File: src/hdl/tiled_dpcm_decoder_macros.svh
// Assertion macros shared by the decoder's checking code
`ifndef TILED_DPCM_DECODER_MACROS_SVH
`define TILED_DPCM_DECODER_MACROS_SVH

// Check a condition on every clock edge outside reset
`define TDD_ASSERT(name, cond, msg) \
    name: assert property (@(posedge clk) disable iff (!rst_n) (cond)) else $error(msg);

// Check that a trigger is followed in the next cycle by a condition
`define TDD_ASSERT_NEXT(name, trig, cond, msg) \
    name: assert property (@(posedge clk) disable iff (!rst_n) (trig) |=> (cond)) \
        else $error(msg);

`endif

File: src/hdl/tdd_pkg.sv
// Types and constants shared by the tiled DPCM decoder modules
`timescale 1ns / 1ps
`default_nettype none
package tdd_pkg;

    localparam int TILE_DEF  = 8;
    localparam int SIZE_W    = 4;
    localparam int BW_W      = 4;
    localparam int PIX_W     = 8;
    localparam int POS_W     = 3;
    localparam int BUF_W     = 15;
    localparam int CNT_W     = 4;
    localparam int ACT_W     = 2;
    localparam int S_DATA_W  = 32;
    localparam int M_DATA_W  = 16;
    localparam int Q_DEPTH   = 2;

    localparam logic [BW_W-1:0] BW_MAX = 4'd8;

    // Action codes on the input tuser, also used as the command kind
    localparam logic [ACT_W-1:0] ACT_START = 2'd0;
    localparam logic [ACT_W-1:0] ACT_BYTE  = 2'd1;
    localparam logic [ACT_W-1:0] ACT_FRAME = 2'd2;

    typedef struct packed {
        logic [ACT_W-1:0]  kind;
        logic [SIZE_W-1:0] w;
        logic [SIZE_W-1:0] h;
        logic [BW_W-1:0]   bw;
        logic [PIX_W-1:0]  data;
    } cmd_t;

    typedef struct packed {
        logic full;
        logic empty;
    } q_stat_t;

endpackage
`default_nettype wire

File: src/hdl/tdd_queue.sv
// Two-entry command queue between the front and back parts
`timescale 1ns / 1ps
`default_nettype none
module tdd_queue
(
    input  wire               clk,
    input  wire               rst_n,
    input  wire               push,
    input  tdd_pkg::cmd_t     push_cmd,
    input  wire               pop,
    output tdd_pkg::cmd_t     head_cmd,
    output tdd_pkg::q_stat_t  stat
);

    localparam int PTR_W = $clog2(tdd_pkg::Q_DEPTH);
    localparam int CNT_W = $clog2(tdd_pkg::Q_DEPTH + 1);

    tdd_pkg::cmd_t     entry_reg [tdd_pkg::Q_DEPTH];
    logic [PTR_W-1:0]  wr_ptr_reg;
    logic [PTR_W-1:0]  wr_ptr_next;
    logic [PTR_W-1:0]  rd_ptr_reg;
    logic [PTR_W-1:0]  rd_ptr_next;
    logic [CNT_W-1:0]  count_reg;
    logic [CNT_W-1:0]  count_next;
    logic              do_push;
    logic              do_pop;

    assign stat.full  = (count_reg == CNT_W'(tdd_pkg::Q_DEPTH));
    assign stat.empty = (count_reg == '0);
    assign do_push    = push && !stat.full;
    assign do_pop     = pop && !stat.empty;
    assign head_cmd   = entry_reg[rd_ptr_reg];

    always_comb
    begin
        wr_ptr_next = wr_ptr_reg;
        rd_ptr_next = rd_ptr_reg;
        count_next  = count_reg;
        if (do_push)
        begin
            wr_ptr_next = (wr_ptr_reg == PTR_W'(tdd_pkg::Q_DEPTH - 1)) ? '0
                        : wr_ptr_reg + PTR_W'(1);
        end
        if (do_pop)
        begin
            rd_ptr_next = (rd_ptr_reg == PTR_W'(tdd_pkg::Q_DEPTH - 1)) ? '0
                        : rd_ptr_reg + PTR_W'(1);
        end
        if (do_push && !do_pop)
        begin
            count_next = count_reg + CNT_W'(1);
        end
        else if (do_pop && !do_push)
        begin
            count_next = count_reg - CNT_W'(1);
        end
    end

    always_ff @(posedge clk or negedge rst_n)
    begin
        if (!rst_n)
        begin
            wr_ptr_reg <= '0;
            rd_ptr_reg <= '0;
            count_reg  <= '0;
        end
        else
        begin
            wr_ptr_reg <= wr_ptr_next;
            rd_ptr_reg <= rd_ptr_next;
            count_reg  <= count_next;
        end
    end

    always_ff @(posedge clk)
    begin
        if (do_push)
        begin
            entry_reg[wr_ptr_reg] <= push_cmd;
        end
    end

endmodule
`default_nettype wire

File: src/hdl/tdd_front.sv
// Input side: accepts items, classifies the action and clamps the fields
`timescale 1ns / 1ps
`default_nettype none
module tdd_front
#(
    parameter int TILE = tdd_pkg::TILE_DEF
)
(
    input  wire                            s_tvalid,
    output logic                           s_tready,
    input  wire [tdd_pkg::S_DATA_W-1:0]    s_tdata,
    input  wire [tdd_pkg::ACT_W-1:0]       s_tuser,
    input  tdd_pkg::q_stat_t               q_stat,
    output logic                           push,
    output tdd_pkg::cmd_t                  push_cmd
);

    logic [tdd_pkg::SIZE_W-1:0] raw_w;
    logic [tdd_pkg::SIZE_W-1:0] raw_h;
    logic [tdd_pkg::BW_W-1:0]   raw_bw;
    logic [tdd_pkg::PIX_W-1:0]  raw_seed;
    logic [tdd_pkg::PIX_W-1:0]  raw_byte;

    assign raw_w    = s_tdata[3:0];
    assign raw_h    = s_tdata[7:4];
    assign raw_bw   = s_tdata[11:8];
    assign raw_seed = s_tdata[19:12];
    assign raw_byte = s_tdata[27:20];

    assign s_tready = !q_stat.full;

    // Drop the unused action code: the transfer completes but queues nothing
    assign push = s_tvalid && s_tready &&
                  (s_tuser == tdd_pkg::ACT_START || s_tuser == tdd_pkg::ACT_BYTE ||
                   s_tuser == tdd_pkg::ACT_FRAME);

    always_comb
    begin
        push_cmd.kind = s_tuser;
        push_cmd.w    = (raw_w == '0) ? tdd_pkg::SIZE_W'(1) : raw_w;
        if (32'(push_cmd.w) > TILE)
        begin
            push_cmd.w = tdd_pkg::SIZE_W'(TILE);
        end
        push_cmd.h    = (raw_h == '0) ? tdd_pkg::SIZE_W'(1) : raw_h;
        if (32'(push_cmd.h) > TILE)
        begin
            push_cmd.h = tdd_pkg::SIZE_W'(TILE);
        end
        push_cmd.bw   = (raw_bw > tdd_pkg::BW_MAX) ? tdd_pkg::BW_MAX : raw_bw;
        push_cmd.data = (s_tuser == tdd_pkg::ACT_START) ? raw_seed : raw_byte;
    end

endmodule
`default_nettype wire

File: src/hdl/tdd_back.sv
// Execution side: bit buffer, residual decode, pixel walk and output register
`timescale 1ns / 1ps
`default_nettype none
module tdd_back
#(
    parameter int TILE = tdd_pkg::TILE_DEF
)
(
    input  wire                            clk,
    input  wire                            rst_n,
    input  tdd_pkg::cmd_t                  cmd,
    input  wire                            cmd_valid,
    output logic                           cmd_pop,
    output logic                           m_tvalid,
    input  wire                            m_tready,
    output logic [tdd_pkg::M_DATA_W-1:0]   m_tdata,
    output logic                           m_tlast,
    output logic                           m_tuser
);

    localparam int CW = $clog2(TILE);
    localparam int SW = tdd_pkg::SIZE_W + 1;

    localparam logic [1:0] ST_IDLE  = 2'd0;
    localparam logic [1:0] ST_FLAT  = 2'd1;
    localparam logic [1:0] ST_DRAIN = 2'd2;

    logic [1:0]                   state_reg,  state_next;
    logic [tdd_pkg::BUF_W-1:0]    buf_reg,    buf_next;
    logic [tdd_pkg::CNT_W-1:0]    cnt_reg,    cnt_next;
    logic                         active_reg, active_next;
    logic [CW-1:0]                x_reg,      x_next;
    logic [CW-1:0]                y_reg,      y_next;
    logic [tdd_pkg::PIX_W-1:0]    left_reg,   left_next;
    logic [tdd_pkg::PIX_W-1:0]    row_reg,    row_next;
    logic [tdd_pkg::SIZE_W-1:0]   w_reg,      w_next;
    logic [tdd_pkg::SIZE_W-1:0]   h_reg,      h_next;
    logic [tdd_pkg::BW_W-1:0]     wiu_reg,    wiu_next;

    logic                         ovalid_reg, ovalid_next;
    logic [tdd_pkg::PIX_W-1:0]    opix_reg,   opix_next;
    logic [tdd_pkg::POS_W-1:0]    ox_reg,     ox_next;
    logic [tdd_pkg::POS_W-1:0]    oy_reg,     oy_next;
    logic                         olast_reg,  olast_next;
    logic                         oerr_reg,   oerr_next;

    logic                         out_free;
    logic                         emit_px;
    logic                         emit_err;
    logic                         use_new;
    logic [tdd_pkg::PIX_W-1:0]    px;
    logic [tdd_pkg::SIZE_W-1:0]   e_w;
    logic [tdd_pkg::SIZE_W-1:0]   e_h;
    logic [CW-1:0]                e_x;
    logic [CW-1:0]                e_y;
    logic                         x_end;
    logic                         e_last;
    logic                         can_drain;
    logic [tdd_pkg::BUF_W-1:0]    mask;
    logic [tdd_pkg::PIX_W-1:0]    z;
    logic [tdd_pkg::PIX_W-1:0]    d;
    logic [tdd_pkg::PIX_W-1:0]    pred;

    assign out_free  = !ovalid_reg || m_tready;
    assign can_drain = active_reg && (wiu_reg != '0) &&
                       (cnt_reg >= tdd_pkg::CNT_W'(wiu_reg));

    // Residual extraction and zigzag undo
    assign mask = (tdd_pkg::BUF_W'(1) << wiu_reg) - tdd_pkg::BUF_W'(1);
    assign z    = tdd_pkg::PIX_W'(buf_reg & mask);
    assign d    = {1'b0, z[tdd_pkg::PIX_W-1:1]} ^ {tdd_pkg::PIX_W{z[0]}};
    assign pred = (x_reg == '0) ? row_reg : left_reg;

    always_comb
    begin
        state_next  = state_reg;
        buf_next    = buf_reg;
        cnt_next    = cnt_reg;
        active_next = active_reg;
        x_next      = x_reg;
        y_next      = y_reg;
        left_next   = left_reg;
        row_next    = row_reg;
        w_next      = w_reg;
        h_next      = h_reg;
        wiu_next    = wiu_reg;
        ovalid_next = ovalid_reg;
        opix_next   = opix_reg;
        ox_next     = ox_reg;
        oy_next     = oy_reg;
        olast_next  = olast_reg;
        oerr_next   = oerr_reg;
        cmd_pop     = 1'b0;
        emit_px     = 1'b0;
        emit_err    = 1'b0;
        use_new     = 1'b0;
        px          = left_reg;

        case (state_reg)
            ST_IDLE:
            begin
                if (cmd_valid && out_free)
                begin
                    cmd_pop = 1'b1;
                    case (cmd.kind)
                        tdd_pkg::ACT_START:
                        begin
                            if (active_reg)
                            begin
                                emit_err = 1'b1;
                            end
                            else
                            begin
                                w_next      = cmd.w;
                                h_next      = cmd.h;
                                wiu_next    = cmd.bw;
                                active_next = 1'b1;
                                use_new     = 1'b1;
                                emit_px     = 1'b1;
                                px          = cmd.data;
                                state_next  = (cmd.bw == '0) ? ST_FLAT : ST_DRAIN;
                            end
                        end
                        tdd_pkg::ACT_BYTE:
                        begin
                            if (cnt_reg > tdd_pkg::CNT_W'(tdd_pkg::BUF_W - tdd_pkg::PIX_W))
                            begin
                                emit_err = 1'b1;
                            end
                            else
                            begin
                                buf_next   = buf_reg |
                                             (tdd_pkg::BUF_W'(cmd.data) << cnt_reg);
                                cnt_next   = cnt_reg + tdd_pkg::CNT_W'(tdd_pkg::PIX_W);
                                state_next = ST_DRAIN;
                            end
                        end
                        tdd_pkg::ACT_FRAME:
                        begin
                            buf_next = '0;
                            cnt_next = '0;
                        end
                        default:
                        begin
                        end
                    endcase
                end
            end
            ST_FLAT:
            begin
                // Repeat the seed, held in left_reg, until the tile ends
                if (!active_reg)
                begin
                    state_next = ST_IDLE;
                end
                else if (out_free)
                begin
                    emit_px = 1'b1;
                    px      = left_reg;
                end
            end
            ST_DRAIN:
            begin
                if (!can_drain)
                begin
                    state_next = ST_IDLE;
                end
                else if (out_free)
                begin
                    emit_px  = 1'b1;
                    px       = pred + d;
                    buf_next = buf_reg >> wiu_reg;
                    cnt_next = cnt_reg - tdd_pkg::CNT_W'(wiu_reg);
                end
            end
            default:
            begin
                state_next = ST_IDLE;
            end
        endcase

        // Pixel walk, using the new tile size for the seed pixel
        e_w    = use_new ? cmd.w : w_reg;
        e_h    = use_new ? cmd.h : h_reg;
        e_x    = use_new ? '0 : x_reg;
        e_y    = use_new ? '0 : y_reg;
        x_end  = (SW'(e_x) + SW'(1)) >= SW'(e_w);
        e_last = x_end && ((SW'(e_y) + SW'(1)) >= SW'(e_h));

        if (emit_px)
        begin
            ovalid_next = 1'b1;
            opix_next   = px;
            ox_next     = tdd_pkg::POS_W'(e_x);
            oy_next     = tdd_pkg::POS_W'(e_y);
            olast_next  = e_last;
            oerr_next   = 1'b0;
            left_next   = px;
            if (e_x == '0)
            begin
                row_next = px;
            end
            if (e_last)
            begin
                active_next = 1'b0;
                x_next      = '0;
                y_next      = '0;
            end
            else if (x_end)
            begin
                x_next = '0;
                y_next = e_y + CW'(1);
            end
            else
            begin
                x_next = e_x + CW'(1);
                y_next = e_y;
            end
        end
        else if (emit_err)
        begin
            ovalid_next = 1'b1;
            opix_next   = '0;
            ox_next     = '0;
            oy_next     = '0;
            olast_next  = 1'b0;
            oerr_next   = 1'b1;
        end
        else if (m_tready)
        begin
            ovalid_next = 1'b0;
        end
    end

    always_ff @(posedge clk or negedge rst_n)
    begin
        if (!rst_n)
        begin
            state_reg  <= ST_IDLE;
            buf_reg    <= '0;
            cnt_reg    <= '0;
            active_reg <= 1'b0;
            x_reg      <= '0;
            y_reg      <= '0;
            left_reg   <= '0;
            row_reg    <= '0;
            w_reg      <= '0;
            h_reg      <= '0;
            wiu_reg    <= '0;
            ovalid_reg <= 1'b0;
        end
        else
        begin
            state_reg  <= state_next;
            buf_reg    <= buf_next;
            cnt_reg    <= cnt_next;
            active_reg <= active_next;
            x_reg      <= x_next;
            y_reg      <= y_next;
            left_reg   <= left_next;
            row_reg    <= row_next;
            w_reg      <= w_next;
            h_reg      <= h_next;
            wiu_reg    <= wiu_next;
            ovalid_reg <= ovalid_next;
        end
    end

    always_ff @(posedge clk)
    begin
        opix_reg  <= opix_next;
        ox_reg    <= ox_next;
        oy_reg    <= oy_next;
        olast_reg <= olast_next;
        oerr_reg  <= oerr_next;
    end

    assign m_tvalid = ovalid_reg;
    assign m_tdata  = {2'b00, oy_reg, ox_reg, opix_reg};
    assign m_tlast  = olast_reg;
    assign m_tuser  = oerr_reg;

endmodule
`default_nettype wire

File: src/hdl/tiled_dpcm_decoder.sv
// Tiled DPCM decoder, top level
// Input stream s_*: tuser carries the action (start tile-channel, payload
// byte, frame start); tdata carries sizes, bit width, seed and payload.
// Output stream m_*: one transfer per pixel, tlast on the final pixel of a
// tile-channel, tuser set on a rejected item (overflow or start while busy).
// Items pass through a two-entry command queue; input is taken whenever the
// queue has room, so the sender only stalls when the decoder falls behind.
// With the queue empty, the first result of a start passes through the queue
// entry and the output register; that of a payload byte also passes through
// the bit buffer update before the drain state. The engine takes a command
// from the queue in its idle state. A payload byte then yields one pixel per
// cycle while the receiver is ready, for each residual it completes (up to
// eight with one-bit residuals), and returns to idle; a start does the same
// with the residuals already waiting, or repeats the seed for each pixel of
// the tile when the bit width is zero. A frame start or a rejected item is
// handled in the idle state. The pixel walk and the single output register
// set this rate.
// While the receiver stalls, the engine holds its result and waits; the
// queue still takes items until it holds two. Reset empties the queue and
// the bit buffer and leaves the decoder idle with no tile-channel open.
`timescale 1ns / 1ps
`default_nettype none
`include "tiled_dpcm_decoder_macros.svh"
module tiled_dpcm_decoder
#(
    parameter int TILE = tdd_pkg::TILE_DEF
)
(
    input  wire                            clk,
    input  wire                            rst_n,
    input  wire                            s_tvalid,
    output logic                           s_tready,
    // tile_w[3:0], tile_h[7:4], bit_width[11:8], seed[19:12], payload_byte[27:20]
    input  wire [tdd_pkg::S_DATA_W-1:0]    s_tdata,
    // action[1:0]
    input  wire [tdd_pkg::ACT_W-1:0]       s_tuser,
    output logic                           m_tvalid,
    input  wire                            m_tready,
    // pixel[7:0], pos_x[10:8], pos_y[13:11]
    output logic [tdd_pkg::M_DATA_W-1:0]   m_tdata,
    output logic                           m_tlast,
    // error[0]
    output logic                           m_tuser
);

    tdd_pkg::q_stat_t q_stat;
    tdd_pkg::cmd_t    push_cmd;
    tdd_pkg::cmd_t    head_cmd;
    logic             push;
    logic             pop;

    tdd_front #(
        .TILE (TILE)
    ) u_front (
        .s_tvalid (s_tvalid),
        .s_tready (s_tready),
        .s_tdata  (s_tdata),
        .s_tuser  (s_tuser),
        .q_stat   (q_stat),
        .push     (push),
        .push_cmd (push_cmd)
    );

    tdd_queue u_queue (
        .clk      (clk),
        .rst_n    (rst_n),
        .push     (push),
        .push_cmd (push_cmd),
        .pop      (pop),
        .head_cmd (head_cmd),
        .stat     (q_stat)
    );

    tdd_back #(
        .TILE (TILE)
    ) u_back (
        .clk       (clk),
        .rst_n     (rst_n),
        .cmd       (head_cmd),
        .cmd_valid (!q_stat.empty),
        .cmd_pop   (pop),
        .m_tvalid  (m_tvalid),
        .m_tready  (m_tready),
        .m_tdata   (m_tdata),
        .m_tlast   (m_tlast),
        .m_tuser   (m_tuser)
    );

    `TDD_ASSERT(a_err_no_last, !(m_tvalid && m_tuser && m_tlast), "error result marked last")
    `TDD_ASSERT(a_err_zero, !(m_tvalid && m_tuser) || (m_tdata == '0), "error result not zero")
    `TDD_ASSERT(a_q_stat, !(q_stat.full && q_stat.empty), "queue both full and empty")
    `TDD_ASSERT_NEXT(a_pop_loads, pop, m_tvalid || q_stat.empty || !q_stat.full, "pop lost")

endmodule
`default_nettype wire
File: config.mk
export PLATFORM = sky130hd
export DESIGN_NAME = tiled_dpcm_decoder
export DESIGN_NICKNAME = d
export VERILOG_FILES = /design/src/hdl/tdd_pkg.sv /design/src/hdl/tdd_queue.sv /design/src/hdl/tdd_front.sv /design/src/hdl/tdd_back.sv /design/src/hdl/tiled_dpcm_decoder.sv
export VERILOG_INCLUDE_DIRS = /design/src /design/src/hdl
export SDC_FILE = /design/constraint.sdc
export NUM_CORES = 1
export LEC_CHECK = 0
export ABC_AREA = 1
export BUFFER_PORTS_ARGS = -buffer_cell sky130_fd_sc_hd__buf_4
export CORE_ASPECT_RATIO = 0.9
export CORE_MARGIN = 5
export CORE_UTILIZATION = 40
export CTS_CLUSTER_DIAMETER = 100
export DETAILED_ROUTE_END_ITERATION = 6
export PLACE_DENSITY = 0.66
export SLEW_MARGIN = 5
export SYNTH_ARGS = -nofsm -noshare
export SYNTH_HDL_FRONTEND = slang
export SYNTH_SLANG_ARGS = --single-unit
File: constraint.sdc
create_clock -name clk -period 3 [get_ports clk]
set_input_delay 0.75 -clock clk [delete_from_list [all_inputs] [get_ports clk]]
set_output_delay 0.75 -clock clk [all_outputs]
set_load 0.01 [all_outputs]
* Yosys cells after proc, flatten, opt, wreduce, memory -nomap -nowiden
Memories as Yosys holds them, arrays and structs flattened. Index checks and enable logic that the tools add are counted.
Word-level totals: bits in registers 77, memory bits (writable) 44, input bits 38, output and inout bits 20, word-level logic and storage cells 176, memories 1
Operators by class: add/sub/neg operators 12, $lt $le $gt $ge 7, equal/unequal tests 16, shifts and indexed selects 3, multiplexer cells 77, bitwise gates (word level) 4, reduce and logical (&&, ||, !) cells 36
Memory list:
- u_queue.entry_reg | depth 2, bits a word 22, rd ports 1, clocked after memory_dff 0, write ports 1, line tdd_queue.sv:18 | tdd_pkg::cmd_t entry_reg [tdd_pkg::Q_DEPTH];
Operator list (count):
- $mux W8 | 9
- $mux W15 | 4
- $pmux W15 S2 | 2
- $mux W4 | 11
- $mux W1 | 27
- $mux W3 | 9
- $mux W2 | 8
- $pmux W4 S2 | 2
- $pmux W8 S2 | 1
- $or A15 B15 Y15 | 1
- $shl A8 B4 Y15 | 1
- $shr A15 B4 Y15 | 1
- $gt A4 B4 Y1 const B | 3
- $logic_not A4 Y1 | 3
- $ne A3 B3 Y1 const B | 4
- $reduce_and A6 Y1 | 2
- $ge A5 B4 Y1 | 2
- $logic_and A1 B1 Y1 | 10
- $add A3 B1 Y4 const B | 2
- $add A8 B8 Y8 | 1
- $and A8 B8 Y8 | 1
- $eq A2 B2 Y1 const B | 4
- $logic_not A2 Y1 | 4
- $shl A1 B4 Y8 const A | 1
- 26 further kinds | 42

* Logic depth before layout (Yosys ltp)
word-level depth 11, mapped depth 22, gate-level depth less buffers 21

* Cells and area by module
Synthesis repeated with hierarchy kept, for this count alone.
Unflattened totals: cell total of the unflattened synthesis 1020, area total of the unflattened synthesis 7672.4 um^2
Modules (own cells, without submodules):
- tdd_back | times used 1, cells each 817, area an instance 5611.6 um^2, seq. area each 1896.8 um^2
- tdd_queue | times used 1, cells each 146, area an instance 1823.0 um^2, seq. area each 1421.4 um^2
- tdd_front | times used 1, cells each 56, area an instance 234.0 um^2, seq. area each 0.0 um^2
- tiled_dpcm_decoder | times used 1, cells each 1, area an instance 3.8 um^2, seq. area each 0.0 um^2

* Least setup slack after synthesis
Ideal clock, no wire load.
path kind input to register, start input port m_tready, end register u_back.y_reg[2], library setup time 0.065 ns, arrival 3.061 ns, required time 2.935 ns, setup slack -0.126 ns, stages on the path 21, path buffers 1, cells stage by stage nor2_1 nor2_1 nand2_1 nor2_4 nand2_4 buf_4 nand2_1 inv_1 ha_1 inv_1 xor2_1 ha_1 nand2_1 inv_1 o21ai_0 nand4_1 inv_1 nand3_1 nand2_1 nand2_1 nand2_1
Between the ends: word-level cells in the longest chain between the ends 9, elaborated cells between the ends (all ways) 20, those cells by class add/sub (3); order compare (2); mux (12); reduce/logical (3)
Ends and longest elaborated chain:
- from (decl) | line tiled_dpcm_decoder.sv:38 | input wire m_tready,
- $logic_or A1 B1 Y1 * | line tdd_back.sv:64 | assign out_free = !ovalid_reg || m_tready;
- $logic_and A1 B1 Y1 * | line tdd_back.sv:102 | if (cmd_valid && out_free)
- $mux W1 * | line tdd_back.sv:102
- $mux W1 * | line tdd_back.sv:99 | case (state_reg)
- $mux W3 * | line tdd_back.sv:185 | e_x = use_new ? '0 : x_reg;
- named net u_back.e_x[0] | line tdd_back.sv:54 | logic [CW-1:0] e_x;
- $add A3 B1 Y4 * | line tdd_back.sv:187 | x_end = (SW'(e_x) + SW'(1)) >= SW'(e_w);
- $ge A5 B4 Y1 * | line tdd_back.sv:187
- $mux W3 / $logic_and A1 B1 Y1 (equally long branches) | line tdd_back.sv:209, tdd_back.sv:188
- $mux W3 * | line tdd_back.sv:203 | if (e_last)
- to (signal assigned) | line tdd_back.sv:259 | y_reg <= y_next;
- to (decl) | line tdd_back.sv:33 | logic [CW-1:0] y_reg, y_next;
Mark *: on every way through the listed nets, which the timed path passes. The rest lies on a longest branch. A chain may end at the register's enable or synchronous reset.

* Worst setup path in the final report
start register u_back.wiu_reg[2] (netlist name), end register u_back.opix_reg[7] (netlist name), data pin
Between the ends: word-level cells in the longest chain between the ends 9, elaborated cells between the ends (all ways) 15, those cells by class add/sub (2); order compare (1); shift (1); mux (6); bitwise (2); reduce/logical (3)
Ends and longest elaborated chain:
- from (decl) | line tdd_back.sv:38 | logic [tdd_pkg::BW_W-1:0] wiu_reg, wiu_next;
- from (signal assigned) | line tdd_back.sv:264 | wiu_reg <= wiu_next;
- $shl A1 B4 Y8 | line tdd_back.sv:69 | assign mask = (tdd_pkg::BUF_W'(1) << wiu_reg) - tdd_pkg::BUF_W'(1);
- $sub A8 B2 Y8 | line tdd_back.sv:69
- $and A8 B8 Y8 | line tdd_back.sv:70 | assign z = tdd_pkg::PIX_W'(buf_reg & mask);
- $xor A7 B8 Y8 | line tdd_back.sv:71 | assign d = {1'b0, z[tdd_pkg::PIX_W-1:1]} ^ {tdd_pkg::PIX_W{z[0]}};
- $add A8 B8 Y8 | line tdd_back.sv:171 | px = pred + d;
- $mux W8 | line tdd_back.sv:168 | else if (out_free)
- $mux W8 | line tdd_back.sv:164 | if (!can_drain)
- $pmux W8 S2 | line tdd_back.sv:99
- $mux W8 * | line tdd_back.sv:190 | if (emit_px)
- to (signal assigned) | line tdd_back.sv:271 | opix_reg <= opix_next;
- to (decl) | line tdd_back.sv:41 | logic [tdd_pkg::PIX_W-1:0] opix_reg, opix_next;
Every way passes the cells marked *; elsewhere a longest branch is shown, timed or not.

==> impl_metrics.toml <==
[route]
viasPerCell = 5.00
wire_per_inst_um = 14.5
routed_wl_um = 19700
detail_route.first_pass.iterations = 6
antenna_left = 0
drtIter0Drc = 668
drc = 0
num_vias = 6806

[critical_path]
r2r_slack_ns = 0.14
cp-startpoint = "u_back.wiu_reg[2]"
r2r-start = "u_back.wiu_reg[2]"
startpoint_type = "register"
crit_top_cell = "nand2_1"
arrival_ns = 3.05
crit_path_cell_trace = "nor2_4 -> buf_4 -> buf_4 -> inv_1 -> nand3_2 -> nand2_2 -> o21ai_2 -> nand2_1 -> nor2_2 -> xor2_1 -> ha_1 -> nand2_1 -> inv_1 -> a21oi_1 -> nand2_1 -> nand3_1 -> nand3_1 -> nand2_1 -> nand2_2 -> nand2_2 -> inv_1"
cp_slowest_cell = "dfrtp_2"
worstRegToRegCells = 21
crit_family = "simple AND/OR/NAND/NOR gates"
cp_max_fo = 5
reg2reg_to = "u_back.opix_reg[7]"
critPathCapture = "u_back.opix_reg[7]"
cp.required_ns = 3.19
cp_num_cells = 21
path_class = "register to register"
endpoint_kind = "register"
cp.buffers_inverters = 5
slowest_delay_ns = 0.45

[grt]
grt_pass1_vias = 6203
groute.usage.overall_pct = 18.3
grt_max_degree = 62
grt_pass1_wl_um = 31900
grt_overflow_total = 0
antenna_found_initial = 0

[worst_hold_path]
hp-class = "primary input to async pin"

[synthesis]
ys.flop_type = "dfrtp_1"
ys_seq_area_share_pct = 43.7
ys_types = 44
synthCells = 1006
ys_warn_count = 0
synth-async-reset-ratio_pct = 50.4
avgSynthCellArea_sq_um = 7.55
ys_ff_latch = 121
synth_area_sq_mm = 0.00760
synth_edf_count = 59

[flow_run]
drv_cap = 0

[clocking]
root_buffer = "clkbuf_16"
cts_max_level = 4
cts_buffers = 17
clock_sinks = 121
cts.clk_slew.worst_paths_ns = 0.06
clock_latency_ns = 0.43
cts_tree = "yes"
cts_buffer_depth = 2

[cells_and_area]
area_delta_synth_final_pct = 21.9
final_common_cell = "nand2_1"
layout.nets = 1170
fillers = 1797
drive_gt1_share_pct = 20.1
fin_util_pct = 50.0
largest_register_ffs = 44
n_antenna_cell = 0
final_cell_mix = "nand2_1 (360), buf_4 (111), inv_1 (101)"

[sta]
drv_slew = 0
setup_viol = 0
min_period_ns = 2.86
finClkSkew_ns = 0.0102
max_freq_mhz = 350
tightest_slew_ns = 0.850
timing.final.crit_share_pct = 95.2
slew_headroom_pct = 43.4
hold_viol = 0
rsz0062_at_grt = "yes"

[floorplanning]
io_pins = 58
dieHeight_um = 141
initial_core_util_pct = 41.0
dieArea_sq_mm = 0.0218
die_w_um = 155
rows = 47
core_area_sq_mm = 0.0185

[power]
switchingPower_uw = 5700
internal_power_uw = 6360
comb_power_share_pct = 60.0
power.density_mw_per_mm2 = 1300
leakage_uw = 0.00462
total_power_uw = 12100
peakVddDrop_mv = 0.570
clkPwrFrac_pct = 16.6
sw_frac_of_total_pct = 47.3
power_frac_seq_pct = 23.4

[placed_design]
place.gp.congestion = 0.904
portBuffers = 51
dpl.hpwl_um = 14300

[status]
status = "completed"
## cell families (layout without fill, tap and decap cells)
group	Yosys count	after routing	synth area share [%]
adders and majority gates	30	30	5.14
and+or+nand+nor	571	571	32.1
DFF	121	121	43.7
AOI/OAI and AO/OA	109	109	7.79
other	1	2	0.0494
muxes	8	8	1.19
xor gates and xnor gates	14	14	1.61
buffers and inverters	152	260	8.40
## power by group through the flow
stage / Clock [uW] / Sequential [uW] / Combinational, uW
2_1_floorplan: 0 / 2760 / 4820
3_3_place_gp: 0 / 2810 / 6760
3_5_place_dp: 0 / 2820 / 6880
4_1_cts: 2020 / 2800 / 6920
5_1_grt: 2100 / 2890 / 8120
6_report: 2000 / 2820 / 7230
## per-layer routing
metal | track usage, % | wire length [um] | share of wire (%) | up-vias
li1 | - | - | - | 3444
met1 | 27.0 | 9580 | 49 | 3147
met2 | 27.3 | 8770 | 45 | 193
met3 | 4.11 | 1100 | 5.6 | 22
met4 | 4.56 | 225 | 1.1 | 0
met5 | 0 | 0 | 0 | -
## area by class of cell
cell class	instances	area (sq um)	share of cell area (%)
flip-flops and latches	121	3320	35.9
inverters	114	430	4.65
well taps	245	307	3.31
repair buffers	114	876	9.46
clock inverters	14	141	1.53
clock buffers	18	429	4.63
multi-input cells	734	3760	40.6
## cell usage after synthesis, types with 8 or more instances
library cell	instances	area share [%]
clkbuf_1	13	0.64
mux2_2	8	1.2
dfrtp_1	61	20
nand3_1	97	6.4
edfxtp_1	59	23
xnor2_1	8	0.92
nand4_1	12	0.99
buf_2	16	1.1
nand2_1	366	18
o21ai_1	9	0.59
a21oi_1	34	2.2
ha_1	28	4.6
nor2_1	56	2.8
or2_2	13	1.1
o21ai_0	48	3.2
inv_1	105	5.2
## what timing repair did
action                                  in CTS  in global routing
resized for setup                            1                 31
endpoints found under the setup margin       2                 18
buffers inserted                             0                  7
pin swaps                                    0                 15
hold buffers                                 0                  0
gates cloned                                 0                  0
## metrics by stage
step                      hold slack [ns]  std cells  area [sq um]  worst slack, ns  setup TNS (ns)
final                               0.439       1360          9260            0.144               0
after global routing                0.489       1360          9260          -0.0621         -0.0955
after CTS                           0.465       1353          9110           0.0265               0
after detailed placement            0.459       1321          8540           -0.195          -0.862
after global placement              0.456       1321          8540           -0.130          -0.391
after floorplan                     0.437       1007          7630          0.00149               0
## how the worst min path moves through the flow
stage	start	end	cells after the start
floorplan	u_back.row_reg[1]	u_back.row_reg[1]	2
global placement	u_back.row_reg[1]	u_back.row_reg[1]	2
detailed placement	u_back.row_reg[1]	u_back.row_reg[1]	2
CTS	rst_n	u_back.left_reg[4]	1
global route	u_back.row_reg[1]	u_back.row_reg[1]	2
finish	rst_n	u_back.row_reg[5]	1
Power figures use the tool's default switching activity.
